`src/ccpg_pkg.sv`:
```
`timescale 1ns / 1ps

package ccpg_pkg;

    // Angle counter range
    localparam int unsigned ANGLE_STEPS = 720;
    localparam int unsigned ANGLE_W     = 10;
    localparam logic [ANGLE_W-1:0] ANGLE_LAST = 10'(ANGLE_STEPS - 1);

    // Crank tooth numbering and gaps (tooth index y = count/6 + 1)
    localparam logic [6:0] GAP_A_LO = 7'd58;
    localparam logic [6:0] GAP_A_HI = 7'd59;
    localparam logic [6:0] GAP_B_LO = 7'd118;
    localparam logic [6:0] GAP_B_HI = 7'd119;
    localparam logic [6:0] CAM1X_LO = 7'd56;
    localparam logic [6:0] CAM1X_HI = 7'd74;

    // Knock windows: base + pitch * cylinder + offset
    localparam int unsigned KNOCK_CYL   = 4;
    localparam int unsigned KNOCK_BASE  = 120;
    localparam int unsigned KNOCK_PITCH = 180;
    localparam int unsigned KNOCK_W     = 12;

    // Configuration
    localparam int unsigned CFG_WDATA_W  = 10;
    localparam int unsigned CFG_INDEX_W  = 2;
    localparam logic [9:0]  SPAN_RESET   = 10'd20;

    typedef logic [ANGLE_W-1:0] angle_t;

    typedef enum logic [CFG_INDEX_W-1:0] {
        CFG_CAM_ADVANCE  = 2'd0,
        CFG_KNOCK_OFFSET = 2'd1,
        CFG_KNOCK_SPAN   = 2'd2,
        CFG_KNOCK_MASK   = 2'd3
    } cfg_idx_t;

    // Angle tracker view handed to the result stage
    typedef struct packed {
        angle_t count;
        logic   crank;
        logic   cam_single;
    } angle_state_t;

endpackage

```
`src/ccpg_angle.sv`:
```
`timescale 1ns / 1ps

module ccpg_angle (
    input  logic                  clk,
    input  logic                  rst_n,
    input  logic                  step,
    output ccpg_pkg::angle_state_t state_next
);

    ccpg_pkg::angle_t count_reg;
    logic [1:0]       mod3_reg;
    logic [7:0]       div3_reg;
    logic             crank_reg;
    logic             cam_single_reg;

    ccpg_pkg::angle_t count_next;
    logic [1:0]       mod3_next;
    logic [7:0]       div3_next;
    logic             crank_next;
    logic             cam_single_next;
    logic [6:0]       tooth;
    logic             gap;
    logic             wrap;

    // Advance the counter with its running quotient and remainder by three
    always_comb
    begin
        wrap       = (count_reg == ccpg_pkg::ANGLE_LAST);
        count_next = count_reg;
        mod3_next  = mod3_reg;
        div3_next  = div3_reg;
        if (step)
        begin
            count_next = wrap ? '0 : count_reg + 10'd1;
            mod3_next  = (mod3_reg == 2'd2) ? 2'd0 : mod3_reg + 2'd1;
            if (wrap)
            begin
                div3_next = '0;
            end
            else if (mod3_reg == 2'd2)
            begin
                div3_next = div3_reg + 8'd1;
            end
        end
    end

    // Recompute crank and cam-1x levels on every third step, hold otherwise
    always_comb
    begin
        tooth = 7'(div3_next[7:1]) + 7'd1;
        gap   = ((tooth >= ccpg_pkg::GAP_A_LO) && (tooth <= ccpg_pkg::GAP_A_HI)) ||
                ((tooth >= ccpg_pkg::GAP_B_LO) && (tooth <= ccpg_pkg::GAP_B_HI));
        crank_next      = crank_reg;
        cam_single_next = cam_single_reg;
        if (step && (mod3_next == 2'd0))
        begin
            crank_next      = !(div3_next[0] && !gap);
            cam_single_next = (tooth >= ccpg_pkg::CAM1X_LO) &&
                              (tooth <= ccpg_pkg::CAM1X_HI);
        end
    end

    always_ff @(posedge clk or negedge rst_n)
    begin
        if (!rst_n)
        begin
            count_reg      <= '0;
            mod3_reg       <= '0;
            div3_reg       <= '0;
            crank_reg      <= 1'b0;
            cam_single_reg <= 1'b0;
        end
        else
        begin
            count_reg      <= count_next;
            mod3_reg       <= mod3_next;
            div3_reg       <= div3_next;
            crank_reg      <= crank_next;
            cam_single_reg <= cam_single_next;
        end
    end

    assign state_next.count      = count_next;
    assign state_next.crank      = crank_next;
    assign state_next.cam_single = cam_single_next;

endmodule

```
`src/ccpg_cam.sv`:
```
`timescale 1ns / 1ps

module ccpg_cam (
    input  ccpg_pkg::angle_t count,
    input  logic [7:0]       advance,
    output logic             intake,
    output logic             exhaust
);

    logic [10:0] isum;
    logic [9:0]  ediff;
    logic        eneg;

    // Intake windows on count plus advance, no wrap
    always_comb
    begin
        isum   = {1'b0, count} + {3'b000, advance};
        intake = ((isum >= 11'd132) && (isum <= 11'd264)) ||
                 ((isum >= 11'd312) && (isum <= 11'd444)) ||
                 ((isum >= 11'd492) && (isum <= 11'd528)) ||
                 ((isum >= 11'd672) && (isum <= 11'd708));
    end

    // Exhaust windows on count minus advance; a negative difference never matches
    always_comb
    begin
        eneg    = (count < {2'b00, advance});
        ediff   = count - {2'b00, advance};
        exhaust = !eneg &&
                  (((ediff >= 10'd72)  && (ediff <= 10'd204)) ||
                   ((ediff >= 10'd252) && (ediff <= 10'd384)) ||
                   ((ediff >= 10'd432) && (ediff <= 10'd468)) ||
                   ((ediff >= 10'd612) && (ediff <= 10'd648)));
    end

endmodule

```
`src/ccpg_knock.sv`:
```
`timescale 1ns / 1ps

module ccpg_knock (
    input  logic                         clk,
    input  logic                         rst_n,
    input  logic                         step,
    input  ccpg_pkg::angle_t             count,
    input  logic [9:0]                   offset,
    input  logic [9:0]                   span,
    input  logic [ccpg_pkg::KNOCK_CYL-1:0] mask,
    output logic                         knock_next
);

    logic                                knock_reg;
    logic [ccpg_pkg::KNOCK_CYL-1:0]      hit;
    logic [ccpg_pkg::KNOCK_W-1:0]        lo [ccpg_pkg::KNOCK_CYL];
    logic [ccpg_pkg::KNOCK_W-1:0]        hi [ccpg_pkg::KNOCK_CYL];

    // Test each enabled cylinder window against the new count
    always_comb
    begin
        for (int c = 0; c < ccpg_pkg::KNOCK_CYL; c++)
        begin
            lo[c]  = ccpg_pkg::KNOCK_W'(ccpg_pkg::KNOCK_BASE + ccpg_pkg::KNOCK_PITCH * c) +
                     ccpg_pkg::KNOCK_W'(offset);
            hi[c]  = lo[c] + ccpg_pkg::KNOCK_W'(span);
            hit[c] = mask[c] &&
                     (ccpg_pkg::KNOCK_W'(count) >= lo[c]) &&
                     (ccpg_pkg::KNOCK_W'(count) <= hi[c]);
        end
    end

    // Raise on any hit, drop if enabled but missed, hold with nothing enabled
    always_comb
    begin
        knock_next = knock_reg;
        if (step)
        begin
            if (|hit)
            begin
                knock_next = 1'b1;
            end
            else if (|mask)
            begin
                knock_next = 1'b0;
            end
        end
    end

    always_ff @(posedge clk or negedge rst_n)
    begin
        if (!rst_n)
        begin
            knock_reg <= 1'b0;
        end
        else
        begin
            knock_reg <= knock_next;
        end
    end

endmodule

```
`src/crank_cam_pattern_generator_top.sv`:
```
`timescale 1ns / 1ps
// Channel  | Signals                                   | Direction
// request  | req_valid, req_stall, tick                | in (stall out)
// response | rsp_valid, rsp_stall, angle_step, pins    | out (stall in)
// config   | cfg_we, cfg_index, cfg_wdata              | in
//
// A request is registered in the input register, then evaluated and stored in the
// response register; one request per cycle is sustained while rsp_stall is low.
// The combinational evaluation (counter step, window compares, knock adds)
// between the two registers sets the rate.
// Reset clears counter, levels, valids and config registers to their defaults.
// req_stall rises only while a request waits and the response is stalled.

module crank_cam_pattern_generator_top (
    input  logic                                clk,
    input  logic                                rst_n,
    input  logic                                req_valid,
    output logic                                req_stall,
    input  logic                                tick,
    output logic                                rsp_valid,
    input  logic                                rsp_stall,
    output logic [9:0]                          angle_step,
    output logic                                crank_pin,
    output logic                                cam_single_pin,
    output logic                                cam_intake_pin,
    output logic                                cam_exhaust_pin,
    output logic                                knock_on,
    input  logic                                cfg_we,
    input  logic [ccpg_pkg::CFG_INDEX_W-1:0]    cfg_index,
    input  logic [ccpg_pkg::CFG_WDATA_W-1:0]    cfg_wdata
);

    logic [7:0]                     cam_advance_reg;
    logic [9:0]                     knock_offset_reg;
    logic [9:0]                     knock_span_reg;
    logic [ccpg_pkg::KNOCK_CYL-1:0] knock_mask_reg;

    logic                           req_valid_reg;
    logic                           tick_reg;
    logic                           rsp_valid_reg;
    logic                           eval;
    logic                           step;

    ccpg_pkg::angle_state_t         angle_nxt;
    logic                           intake;
    logic                           exhaust;
    logic                           knock_nxt;

    // Hold configuration registers; the user must write only while idle (not enforced).
    always_ff @(posedge clk or negedge rst_n)
    begin
        if (!rst_n)
        begin
            cam_advance_reg  <= '0;
            knock_offset_reg <= '0;
            knock_span_reg   <= ccpg_pkg::SPAN_RESET;
            knock_mask_reg   <= '0;
        end
        else if (cfg_we)
        begin
            case (ccpg_pkg::cfg_idx_t'(cfg_index))
                ccpg_pkg::CFG_CAM_ADVANCE:  cam_advance_reg  <= cfg_wdata[7:0];
                ccpg_pkg::CFG_KNOCK_OFFSET: knock_offset_reg <= cfg_wdata;
                ccpg_pkg::CFG_KNOCK_SPAN:   knock_span_reg   <= cfg_wdata;
                ccpg_pkg::CFG_KNOCK_MASK:   knock_mask_reg   <= cfg_wdata[3:0];
                default:                    ;
            endcase
        end
    end

    // Evaluate the held request when the response register is free
    assign eval      = req_valid_reg && (!rsp_valid_reg || !rsp_stall);
    assign step      = eval && tick_reg;
    assign req_stall = req_valid_reg && !eval;

    // Input register
    always_ff @(posedge clk or negedge rst_n)
    begin
        if (!rst_n)
        begin
            req_valid_reg <= 1'b0;
        end
        else if (!req_valid_reg || eval)
        begin
            req_valid_reg <= req_valid;
        end
    end

    always_ff @(posedge clk)
    begin
        if (req_valid && !req_stall)
        begin
            tick_reg <= tick;
        end
    end

    ccpg_angle u_angle (
        .clk        (clk),
        .rst_n      (rst_n),
        .step       (step),
        .state_next (angle_nxt)
    );

    ccpg_cam u_cam (
        .count   (angle_nxt.count),
        .advance (cam_advance_reg),
        .intake  (intake),
        .exhaust (exhaust)
    );

    ccpg_knock u_knock (
        .clk        (clk),
        .rst_n      (rst_n),
        .step       (step),
        .count      (angle_nxt.count),
        .offset     (knock_offset_reg),
        .span       (knock_span_reg),
        .mask       (knock_mask_reg),
        .knock_next (knock_nxt)
    );

    // Response register
    always_ff @(posedge clk or negedge rst_n)
    begin
        if (!rst_n)
        begin
            rsp_valid_reg <= 1'b0;
        end
        else if (eval)
        begin
            rsp_valid_reg <= 1'b1;
        end
        else if (!rsp_stall)
        begin
            rsp_valid_reg <= 1'b0;
        end
    end

    always_ff @(posedge clk)
    begin
        if (eval)
        begin
            angle_step      <= angle_nxt.count;
            crank_pin       <= angle_nxt.crank;
            cam_single_pin  <= angle_nxt.cam_single;
            cam_intake_pin  <= intake;
            cam_exhaust_pin <= exhaust;
            knock_on        <= knock_nxt;
        end
    end

    assign rsp_valid = rsp_valid_reg;

endmodule

```
`config.mk`:
```
export PLATFORM = sky130hd
export DESIGN_NAME = crank_cam_pattern_generator_top
export DESIGN_NICKNAME = d
export VERILOG_FILES = /design/src/ccpg_pkg.sv /design/src/ccpg_angle.sv /design/src/ccpg_cam.sv /design/src/ccpg_knock.sv /design/src/crank_cam_pattern_generator_top.sv
export SDC_FILE = /design/constraint.sdc
export NUM_CORES = 1
export LEC_CHECK = 0
export ABC_CLOCK_PERIOD_IN_PS = 3800
export BUFFER_PORTS_ARGS = -buffer_cell sky130_fd_sc_hd__buf_4
export CORE_MARGIN = 1
export CORE_UTILIZATION = 40
export DETAILED_ROUTE_END_ITERATION = 10
export PLACE_DENSITY = 0.63
export REMOVE_ABC_BUFFERS = 1
export SYNTH_ARGS = -nofsm -noshare
export SYNTH_HDL_FRONTEND = slang
export SYNTH_HIERARCHICAL = 1
export SYNTH_SLANG_ARGS = --single-unit
```
`constraint.sdc`:
```
create_clock -name clk -period 3.8 [get_ports clk]
set_input_delay 0.19 -clock clk [delete_from_list [all_inputs] [get_ports clk]]
set_output_delay 0.19 -clock clk [all_outputs]
set_load 0.1 [all_outputs]
```
==> results.py, run 1 <==
metrics = {
    "placement": {
        "io_buffers": 34,
        "place_hpwl_um": 17200,
        "place_area_um2": 8950,
        "gp_congestion": 0.904,
        "dp_slack_ps": -90.6,
    },
    "hold_path": {
        "min_from": "tick",
        "hold_class": "input port to flop",
    },
    "worst_setup_path": {
        "cp_slowest_stage_delay_ps": 420,
        "crit_family": "compound AO/OA/AOI/OAI gates",
        "path_class": "flop to flop",
        "crit_path_start_kind": "flop",
        "cpMaxStageDelayCell": "dfrtp_2",
        "crit_start": "knock_offset_reg[3]",
        "end_kind": "flop",
        "cp_cell_sequence": "clkinv_4 -> buf_4 -> ha_1 -> o21ai_0 -> xor2_1 -> ha_1 -> a31oi_1 -> o21bai_1 -> xnor2_1 -> ha_2 -> nor2_1 -> nor4_1 -> o21ai_1 -> o41ai_2 -> a21o_1 -> nand4_1",
        "required_ps": 3870,
        "crit_top_cell": "ha_1",
        "worst-path-buf-inv": 2,
        "r2r-start": "knock_offset_reg[3]",
        "cp_data_arrival_time_ps": 3910,
        "critPathMaxFanout": 5,
    },
    "floorplanning": {
        "die_x_um": 142,
        "rows": 50,
        "die_h_um": 142,
        "dieArea_um2": 20200,
        "initial_utilization": 0.414,
        "boundaryPins": 35,
        "core-area_um2": 19000,
    },
    "power_and_ir_drop": {
        "ir_worst_vdd_mv": 0.373,
        "power_density_nw_per_um2": 733,
        "p_leak_uw": 0.00446,
    },
    "logic_synthesis": {
        "async_flop_share": 0.781,
        "avgSynthCellArea_um2": 8.98,
        "yosysMostFrequentCell": "ha_1",
        "synthCells": 875,
        "ys.flop_type": "dfrtp_1",
        "synth_compound_area_frac": 0.183,
        "synthAdderAreaFrac": 0.212,
        "ys_ff_latch": 73,
        "synthSimpleGateAreaFrac": 0.173,
        "ys_top_cells_by_area": "ha_1 (20%), dfrtp_1 (18%), edfxtp_1 (6.1%)",
        "synth_area_um2": 7850,
        "synth-xor-area-share": 0.0892,
        "synth_top_family_by_area": "adder cells",
        "ys_top_cells_by_count": "ha_1 (128), inv_1 (74), nor2_1 (60)",
        "synth_top_area_cell": "ha_1",
        "yosys_warnings": 6,
        "seq_area_frac_synth": 0.243,
        "synth.distinct_cells": 80,
        "muxShareOfSynthArea": 0.0499,
        "synth-edff-count": 16,
        "yosysTopAreaCellShare": 0.204,
    },
    "routing": {
        "drt-initial-drc-count": 435,
        "drc": 0,
        "wl_um": 22600,
        "dr.pass1.iters": 5,
        "avgViaCountPerCell": 5.59,
        "vias": 7066,
        "antenna_left": 0,
        "wl_per_cell_um": 17.9,
    },
    "global_route": {
        "grt_pass1_vias": 6721,
        "grt_max_degree": 58,
        "grt_overflow": 0,
        "grt_pass1_wl_um": 35300,
        "grt_usage": 0.227,
        "antenna_found_initial": 0,
    },
    "clocking": {
        "htree_levels": 3,
        "cts_tree": "done",
        "clk_path_buf_depth": 2,
        "clk_latency_ps": 350,
        "numCtsBuffers": 9,
        "path_clk_slew_ps": 70,
        "cts_root_buffer": "clkbuf_16",
        "clock_sink_count": 73,
    },
    "finish": {
        "antennaDiodeCount": 0,
        "fillers": 1761,
        "seqCellArea_um2": 1910,
        "drive_above_1_share": 0.268,
        "nets": 1147,
        "multi_input_area_um2": 5990,
        "syn2layout_area_growth_pct": 25.5,
        "design_area_um2": 9850,
    },
    "timing": {
        "relSlewSlack": 0.448,
        "worstMarginPinSlew_ps": 825,
        "post-route-period-util": 1.01,
        "hold_violations": 0,
        "rsz0062_at_grt": "yes",
        "setup_viol_count_final": 1,
        "skew_ps": 7.44,
        "max_freq_mhz": 260,
        "fin_crit_ps": 3840,
        "slew_viol_final": 0,
        "fin_ws_ps": -40.6,
    },
    "run_status": {
        "status": "finished with violations",
        "failed_checks": "negative setup slack",
    },
    "job": {
        "cap_viol_max_count": 0,
    },
}
timing repair:
action | CTS | global route
hold endpoints to repair | 55 | 0
resized for setup | 7 | 80
pin swaps | 1 | 49
setup endpoints to repair | 1 | 4
buffers inserted | 3 | 15
cloned | 0 | 0
hold buffers | 1 | 0
cell families (layout without fill, tap and decap cells):
group	Yosys count	in the layout
AND/OR/NAND/NOR	250	250
AO/OA/AOI/OAI	211	211
adder cells (fa/ha/maj)	131	131
buffers and inverters	95	223
XOR/XNOR	80	80
flip-flops	73	73
multiplexers	35	35
layout by cell type, fill, tap and decap left out, drive strengths merged, types with 12 or more instances in the layout:
master    n
a21o     12
a21oi    57
buf     130
dfrtp    55
edfxtp   16
ha      128
inv      77
mux2     33
nand2    43
nand2b   16
nand3    18
nand4    17
nor2     60
nor2b    16
nor3     24
o21ai    46
xnor2    51
xor2     29
metrics by stage:
step	power (µW)	utilization	hold slack [ps]	setup TNS (ps)	std cells
floorplan	4390	-	-106	-3200	856
global placement	5720	0.472	311	-64.9	1228
detailed placement	5780	0.472	315	-90.6	1228
CTS	6760	0.492	8.33	0	1248
global route	7800	0.520	8.80	-253	1263
finish	7220	0.520	18.0	-40.6	1263
per-layer routing:
metal	GRT usage	part of all wire
met1	0.320	0.48
met2	0.365	0.46
met3	0.0320	0.045
met4	0.0543	0.015
met5	0	0
final timing paths:
check | to | slack [ps] | cells after the start
hold / removal | tick_reg | 20 | 1
hold reg to reg | u_angle/cam_single_reg | 520 | 1
max in group asynchronous | knock_offset_reg[4] | 2770 | 2
setup / recovery | knock_on | -40 | 16
min in group asynchronous | u_angle/div3_reg[7] | 460 | 2
setup reg to reg | knock_on | -40 | 16
cell type report:
class,instances,share of cell area
Sequential cell,73,0.194
Timing Repair Buffer,131,0.103
Clock buffer,9,0.0229
Multi-Input combinational cell,707,0.608
Clock inverter,7,0.00851
Inverter,76,0.0302
Tap cell,260,0.0330
where the power goes:
part | switching (µW) | internal (µW)
Clock | 383 | 522
Combinational | 2900 | 2260
Sequential | 190 | 969
No activity file was read; power rests on OpenSTA's default activity.
==> run 2, diff against run 1 <==
--- a/config.mk
+++ b/config.mk
@@ -5,12 +5,12 @@
 export SDC_FILE = /design/constraint.sdc
 export NUM_CORES = 1
 export LEC_CHECK = 0
-export ABC_CLOCK_PERIOD_IN_PS = 3800
+export ABC_CLOCK_PERIOD_IN_PS = 4300
 export BUFFER_PORTS_ARGS = -buffer_cell sky130_fd_sc_hd__buf_4
 export CORE_MARGIN = 1
 export CORE_UTILIZATION = 40
 export DETAILED_ROUTE_END_ITERATION = 10
-export PLACE_DENSITY = 0.63
+export PLACE_DENSITY = 0.61
 export REMOVE_ABC_BUFFERS = 1
 export SYNTH_ARGS = -nofsm -noshare
 export SYNTH_HDL_FRONTEND = slang
==> constraint.sdc (replaced) <==
create_clock -name clk -period 4.3 [get_ports clk]
set_input_delay 0 -clock clk [delete_from_list [all_inputs] [get_ports clk]]
set_output_delay 0 -clock clk [all_outputs]
set_load 0.1 [all_outputs]
==> run 2 against run 1 <==
Against the previous run: final area down 9.2%; sequential share of layout area rose by 2.0 points; clock skew is 3.3 ps higher; critical path depth up 2; non-clock buffer count fell by 63; the flow now finishes without violations; register-to-register slack improved by 370 ps; critical endpoint unchanged; sequential cell count stayed put; worst setup slack better by 370 ps; count of clock-buffer cells in the layout stayed put; power down 22%.
==> results.py, run 2 (synthesis results as in run 1) <==
metrics = {
    "timing": {
        "skew_ps": 10.7,
        "relSlewSlack": 0.443,
        "slew_viol_final": 0,
        "hold_ws_ps": 87.6,
        "hold_violations": 0,
        "max_freq_mhz": 252,
        "rsz0062_at_grt": "no",
        "fin_ws_ps": 329,
        "post-route-period-util": 0.923,
        "fin_crit_ps": 3970,
        "worstMarginPinSlew_ps": 835,
        "setup_viol_count_final": 0,
    },
    "floorplanning": {
        "dieArea_um2": 20200,
        "rows": 50,
        "core-area_um2": 19000,
        "die_x_um": 142,
        "initial_utilization": 0.414,
        "boundaryPins": 35,
        "die_h_um": 142,
    },
    "finish": {
        "drive_above_1_share": 0.139,
        "final_cell_mix": "ha_1 (128), inv_1 (74), nor2_1 (59)",
        "antennaDiodeCount": 0,
        "layout_commonest_cell": "ha_1",
        "syn2layout_area_growth_pct": 13.9,
        "nets": 1084,
    },
    "routing": {
        "drt-initial-drc-count": 364,
        "wl_per_cell_um": 17.3,
        "avgViaCountPerCell": 5.56,
        "wl_um": 20800,
        "drc": 0,
        "antenna_left": 0,
        "dr.pass1.iters": 6,
        "vias": 6673,
    },
    "worst_setup_path": {
        "critPathMaxFanout": 10,
        "crit_start": "knock_offset_reg[4]",
        "required_ps": 4360,
        "cp_data_arrival_time_ps": 4040,
        "crit_path_start_kind": "flop",
        "worst-path-buf-inv": 2,
        "cp.depth": 18,
        "end_kind": "flop",
        "r2r-start": "knock_offset_reg[4]",
        "endpoint": "knock_on",
        "cpMaxStageDelayCell": "dfrtp_1",
        "r2r_cells": 18,
        "crit_family": "compound AO/OA/AOI/OAI gates",
        "rrSetupSlack_ps": 330,
        "cp_cell_sequence": "inv_1 -> ha_1 -> inv_1 -> ha_1 -> o21ai_0 -> a21oi_1 -> o21ai_0 -> nand2b_1 -> a21o_1 -> a21oi_1 -> xnor2_1 -> ha_1 -> nor3_1 -> nor4_1 -> o21ai_0 -> o41ai_1 -> a21o_1 -> nand4_1",
        "r2r_end": "knock_on",
        "cp_slowest_stage_delay_ps": 560,
        "path_class": "flop to flop",
    },
    "clocking": {
        "numCtsBuffers": 9,
        "path_clk_slew_ps": 60,
        "clock_sink_count": 73,
        "cts_root_buffer": "clkbuf_16",
        "htree_levels": 3,
        "clk_path_buf_depth": 2,
        "post-cts-setup-buffers": 0,
        "cts_tree": "done",
        "clk_latency_ps": 350,
    },
    "global_route": {
        "grt_overflow": 0,
        "grt_pass1_vias": 6367,
        "antenna_found_initial": 0,
        "grt_pass1_wl_um": 33400,
        "grt_max_degree": 58,
        "grt_usage": 0.214,
    },
    "power_and_ir_drop": {
        "power_density_nw_per_um2": 629,
        "p_leak_uw": 0.00408,
        "ir_worst_vdd_mv": 0.268,
    },
    "placement": {
        "gp_congestion": 0.919,
        "dp_slack_ps": 199,
        "io_buffers": 34,
        "place_hpwl_um": 16200,
    },
    "run_status": {
        "status": "completed",
    },
    "job": {
        "cap_viol_max_count": 0,
    },
    "hold_path": {
        "min_from": "cfg_index[0]",
        "hold_class": "input port to flop",
    },
}
==> run 2: cell count changes in the layout (fill, tap and decap cells not counted), moves of 4 or more <==
| cell | before | now |
|---|---|---|
| buf_4 | 127 | 52 |
| ha_1 | 112 | 128 |
| dlygate4sd3_1 | 1 | 15 |
| ha_4 | 13 | 0 |
| xnor2_1 | 43 | 50 |
| xnor2_2 | 8 | 1 |
| a21oi_1 | 47 | 53 |
| o21ai_0 | 37 | 42 |
| a21oi_2 | 8 | 4 |
| inv_1 | 70 | 74 |
| nor2_1 | 55 | 59 |
==> run 2: tightest hold or removal path, cell delays in order <==
cell	delay [ps]
buf_4	110
nor3b_4	70
mux2_2	220
==> run 2: routing by layer <==
| layer | routed length (µm) | global-route usage | vias to the layer above |
|---|---|---|---|
| met3 | 846 | 0.0340 | 25 |
| met1 | 9980 | 0.284 | 3185 |
| met2 | 9650 | 0.360 | 138 |
| met5 | 0 | 0 | - |
| met4 | 310 | 0.0549 | 0 |
| li1 | - | - | 3325 |
==> run 2: final cells by class <==
class,count,area (µm²)
Clock buffer,9,225
Fill cell,1873,10000
Timing Repair Buffer,68,561
Tap cell,260,325
Inverter,76,285
Clock inverter,7,58.8
Sequential cell,73,1910
Multi-Input combinational cell,707,5580
==> run 2: how the worst min path moves through the flow <==
stage	to	cells past startpoint
detailed placement	u_angle/div3_reg[6]	1
global placement	u_angle/div3_reg[6]	1
global route	cam_advance_reg[4]	3
finish	cam_advance_reg[6]	3
floorplan	cam_advance_reg[0]	0
CTS	cam_advance_reg[2]	3
==> run 2: through the flow <==
step | std cells | utilization | TNS [ps] | total power [µW] | instance area [µm²]
finish | 1200 | 0.472 | 0 | 5620 | 8940
global route | 1200 | 0.472 | 0 | 6130 | 8940
CTS | 1200 | 0.471 | 0 | 5590 | 8930
detailed placement | 1169 | 0.448 | 0 | 4820 | 8490
global placement | 1169 | 0.448 | 0 | 4810 | 8490
floorplan | 856 | - | -998 | 3880 | 7750
==> run 2: what timing repair did <==
item | 4_1_cts | 5_1_grt
hold buffers | 15 | 0
gates resized for setup | 0 | 5
endpoints found under the hold margin | 91 | 0
endpoints found under the setup margin | 0 | 2
==> run 2: power by group <==
part / internal (µW) / switching [µW]
Combinational: 1550 / 2300
Clock: 401 / 330
Sequential: 856 / 185
==> run 3, diff against run 2 <==
--- a/config.mk
+++ b/config.mk
@@ -6,11 +6,11 @@
 export NUM_CORES = 1
 export LEC_CHECK = 0
 export ABC_CLOCK_PERIOD_IN_PS = 4300
-export BUFFER_PORTS_ARGS = -buffer_cell sky130_fd_sc_hd__buf_4
 export CORE_MARGIN = 1
 export CORE_UTILIZATION = 40
 export DETAILED_ROUTE_END_ITERATION = 10
-export PLACE_DENSITY = 0.61
+export DONT_BUFFER_PORTS = 1
+export PLACE_DENSITY = 0.59
 export REMOVE_ABC_BUFFERS = 1
 export SYNTH_ARGS = -nofsm -noshare
 export SYNTH_HDL_FRONTEND = slang
==> run 3 against run 2 <==
Against the previous run: clock power grew 9.3%; register-to-register slack lost 30 ps; sequential share of layout area grew 0.29 points; clock skew shrank 5.6 ps; combinational power shrank 5.7%; critical path depth is the same; power is essentially flat; largest cell class unchanged; highest routed layer unchanged.
==> results.py, run 3 (synthesis results as in run 1) <==
metrics = {
    "run_status": {
        "status": "completed",
    },
    "worst_setup_path": {
        "required_ps": 4380,
        "r2r-start": "knock_offset_reg[4]",
        "r2r_end": "knock_on",
        "worst-path-buf-inv": 2,
        "endpoint": "knock_on",
        "cp_cell_sequence": "inv_1 -> ha_1 -> inv_1 -> ha_1 -> o21ai_0 -> a21oi_1 -> o21ai_0 -> nand2b_1 -> a21o_1 -> a21oi_1 -> xnor2_1 -> ha_1 -> nor3_1 -> nor4_1 -> o21ai_0 -> o41ai_1 -> a21o_1 -> nand4_1",
        "rrSetupSlack_ps": 300,
        "crit_path_start_kind": "flop",
        "crit_family": "compound AO/OA/AOI/OAI gates",
        "cp.depth": 18,
        "critPathMaxFanout": 10,
        "cpMaxStageDelayCell": "dfrtp_2",
        "cp_slowest_stage_delay_ps": 500,
        "crit_start": "knock_offset_reg[4]",
        "r2r_cells": 18,
        "cp_data_arrival_time_ps": 4080,
        "path_class": "flop to flop",
        "end_kind": "flop",
    },
    "timing": {
        "setup-tns-final_ps": 0,
        "fin_ws_ps": 303,
        "max_freq_mhz": 250,
        "rsz0062_at_grt": "no",
        "hold_ws_ps": 9.35,
        "worstMarginPinSlew_ps": 985,
        "post-route-period-util": 0.929,
        "skew_ps": 5.07,
        "setup_viol_count_final": 0,
        "relSlewSlack": 0.345,
        "hold_violations": 0,
        "fin_crit_ps": 4000,
        "slew_viol_final": 0,
    },
    "global_route": {
        "met3_usage": 0.0350,
        "grt_overflow": 0,
        "antenna_found_initial": 0,
        "grt-busiest-layer": "met2",
        "grtUsageMet1": 0.310,
        "grt_pass1_vias": 5977,
        "grt_usage": 0.216,
        "grtUsageMet2": 0.341,
        "grt_max_degree": 58,
        "grt_pass1_wl_um": 33300,
    },
    "floorplanning": {
        "dieArea_um2": 20200,
        "rows": 50,
        "boundaryPins": 35,
        "core-area_um2": 19000,
        "die_h_um": 142,
        "die_x_um": 142,
        "initial_utilization": 0.414,
    },
    "clocking": {
        "clk_path_buf_depth": 2,
        "path_clk_slew_ps": 70,
        "clk_latency_ps": 350,
        "cts_tree": "done",
        "numCtsBuffers": 9,
        "clock_sink_count": 73,
        "htree_levels": 3,
        "cts_root_buffer": "clkbuf_16",
    },
    "finish": {
        "antennaDiodeCount": 0,
        "final_cells": 1178,
        "syn2layout_area_growth_pct": 12.3,
        "multi_input_area_um2": 5580,
        "fillers": 1829,
        "final_cell_mix": "ha_1 (128), inv_1 (74), nor2_1 (59)",
        "seqCellArea_um2": 1910,
        "nets": 1062,
        "layout_commonest_cell": "ha_1",
        "drive_above_1_share": 0.111,
    },
    "hold_path": {
        "hold_class": "input port to flop",
        "min_from": "rsp_stall",
    },
    "placement": {
        "io_buffers": 0,
        "dp_cells": 1141,
        "dp_slack_ps": 317,
        "gp_congestion": 0.860,
        "place_hpwl_um": 16100,
    },
    "routing": {
        "wl_per_cell_um": 17.6,
        "avgViaCountPerCell": 5.58,
        "drt-initial-drc-count": 391,
        "wl_um": 20700,
        "dr.pass1.iters": 5,
        "vias": 6574,
        "antenna_left": 0,
        "drc": 0,
    },
    "job": {
        "cap_viol_max_count": 0,
    },
    "power_and_ir_drop": {
        "ir_worst_vdd_mv": 0.258,
        "p_leak_uw": 0.00399,
        "power_uw": 5620,
        "power_density_nw_per_um2": 638,
    },
}
-- run 3: cell count changes in the layout (fill, tap and decap cells not counted), sizes merged --
cell and change:
clkinv +1, clkinvlp -2, bufinv +1, buf -27, dlygate4sd3 +5
-- run 3: metal layers --
metal  routed length, µm  share of wire
met4                 219          0.011
met3                 904          0.044
met5                   0              0
met1               10300           0.49
met2                9370           0.45
-- run 3: metrics by stage --
stage / utilization / instance area [µm²]
6_report: 0.465 / 8820
5_1_grt: 0.465 / 8820
4_1_cts: 0.465 / 8810
3_5_place_dp: 0.436 / 8270
3_3_place_gp: 0.436 / 8270
2_1_floorplan: - / 7750
-- run 3: final cells by class --
cell class | count | share of cell area
well taps | 260 | 0.0369
flip-flops and latches | 73 | 0.217
multi-input cells | 707 | 0.632
repair buffers | 46 | 0.0471
inverters | 76 | 0.0323
clock buffers | 9 | 0.0255
clock inverters | 7 | 0.00936
-- run 3: worst min-delay path by stage --
stage,endpoint,cells after the start
CTS,tick_reg,2
finish,tick_reg,2
floorplan,cam_advance_reg[0],0
detailed placement,u_angle/div3_reg[7],0
global route,tick_reg,2
global placement,u_angle/div3_reg[3],0
-- run 3: timing repair --
item,4_1_cts,5_1_grt
buffers inserted,0,0
gates resized for setup,0,3
setup endpoints to repair,0,3
hold buffers,21,0
endpoints found under the hold margin,93,0
-- run 3: report_power, final --
part / switching [µW] / internal (µW)
combinational: 2120 / 1510
sequential: 337 / 859
clock: 337 / 461
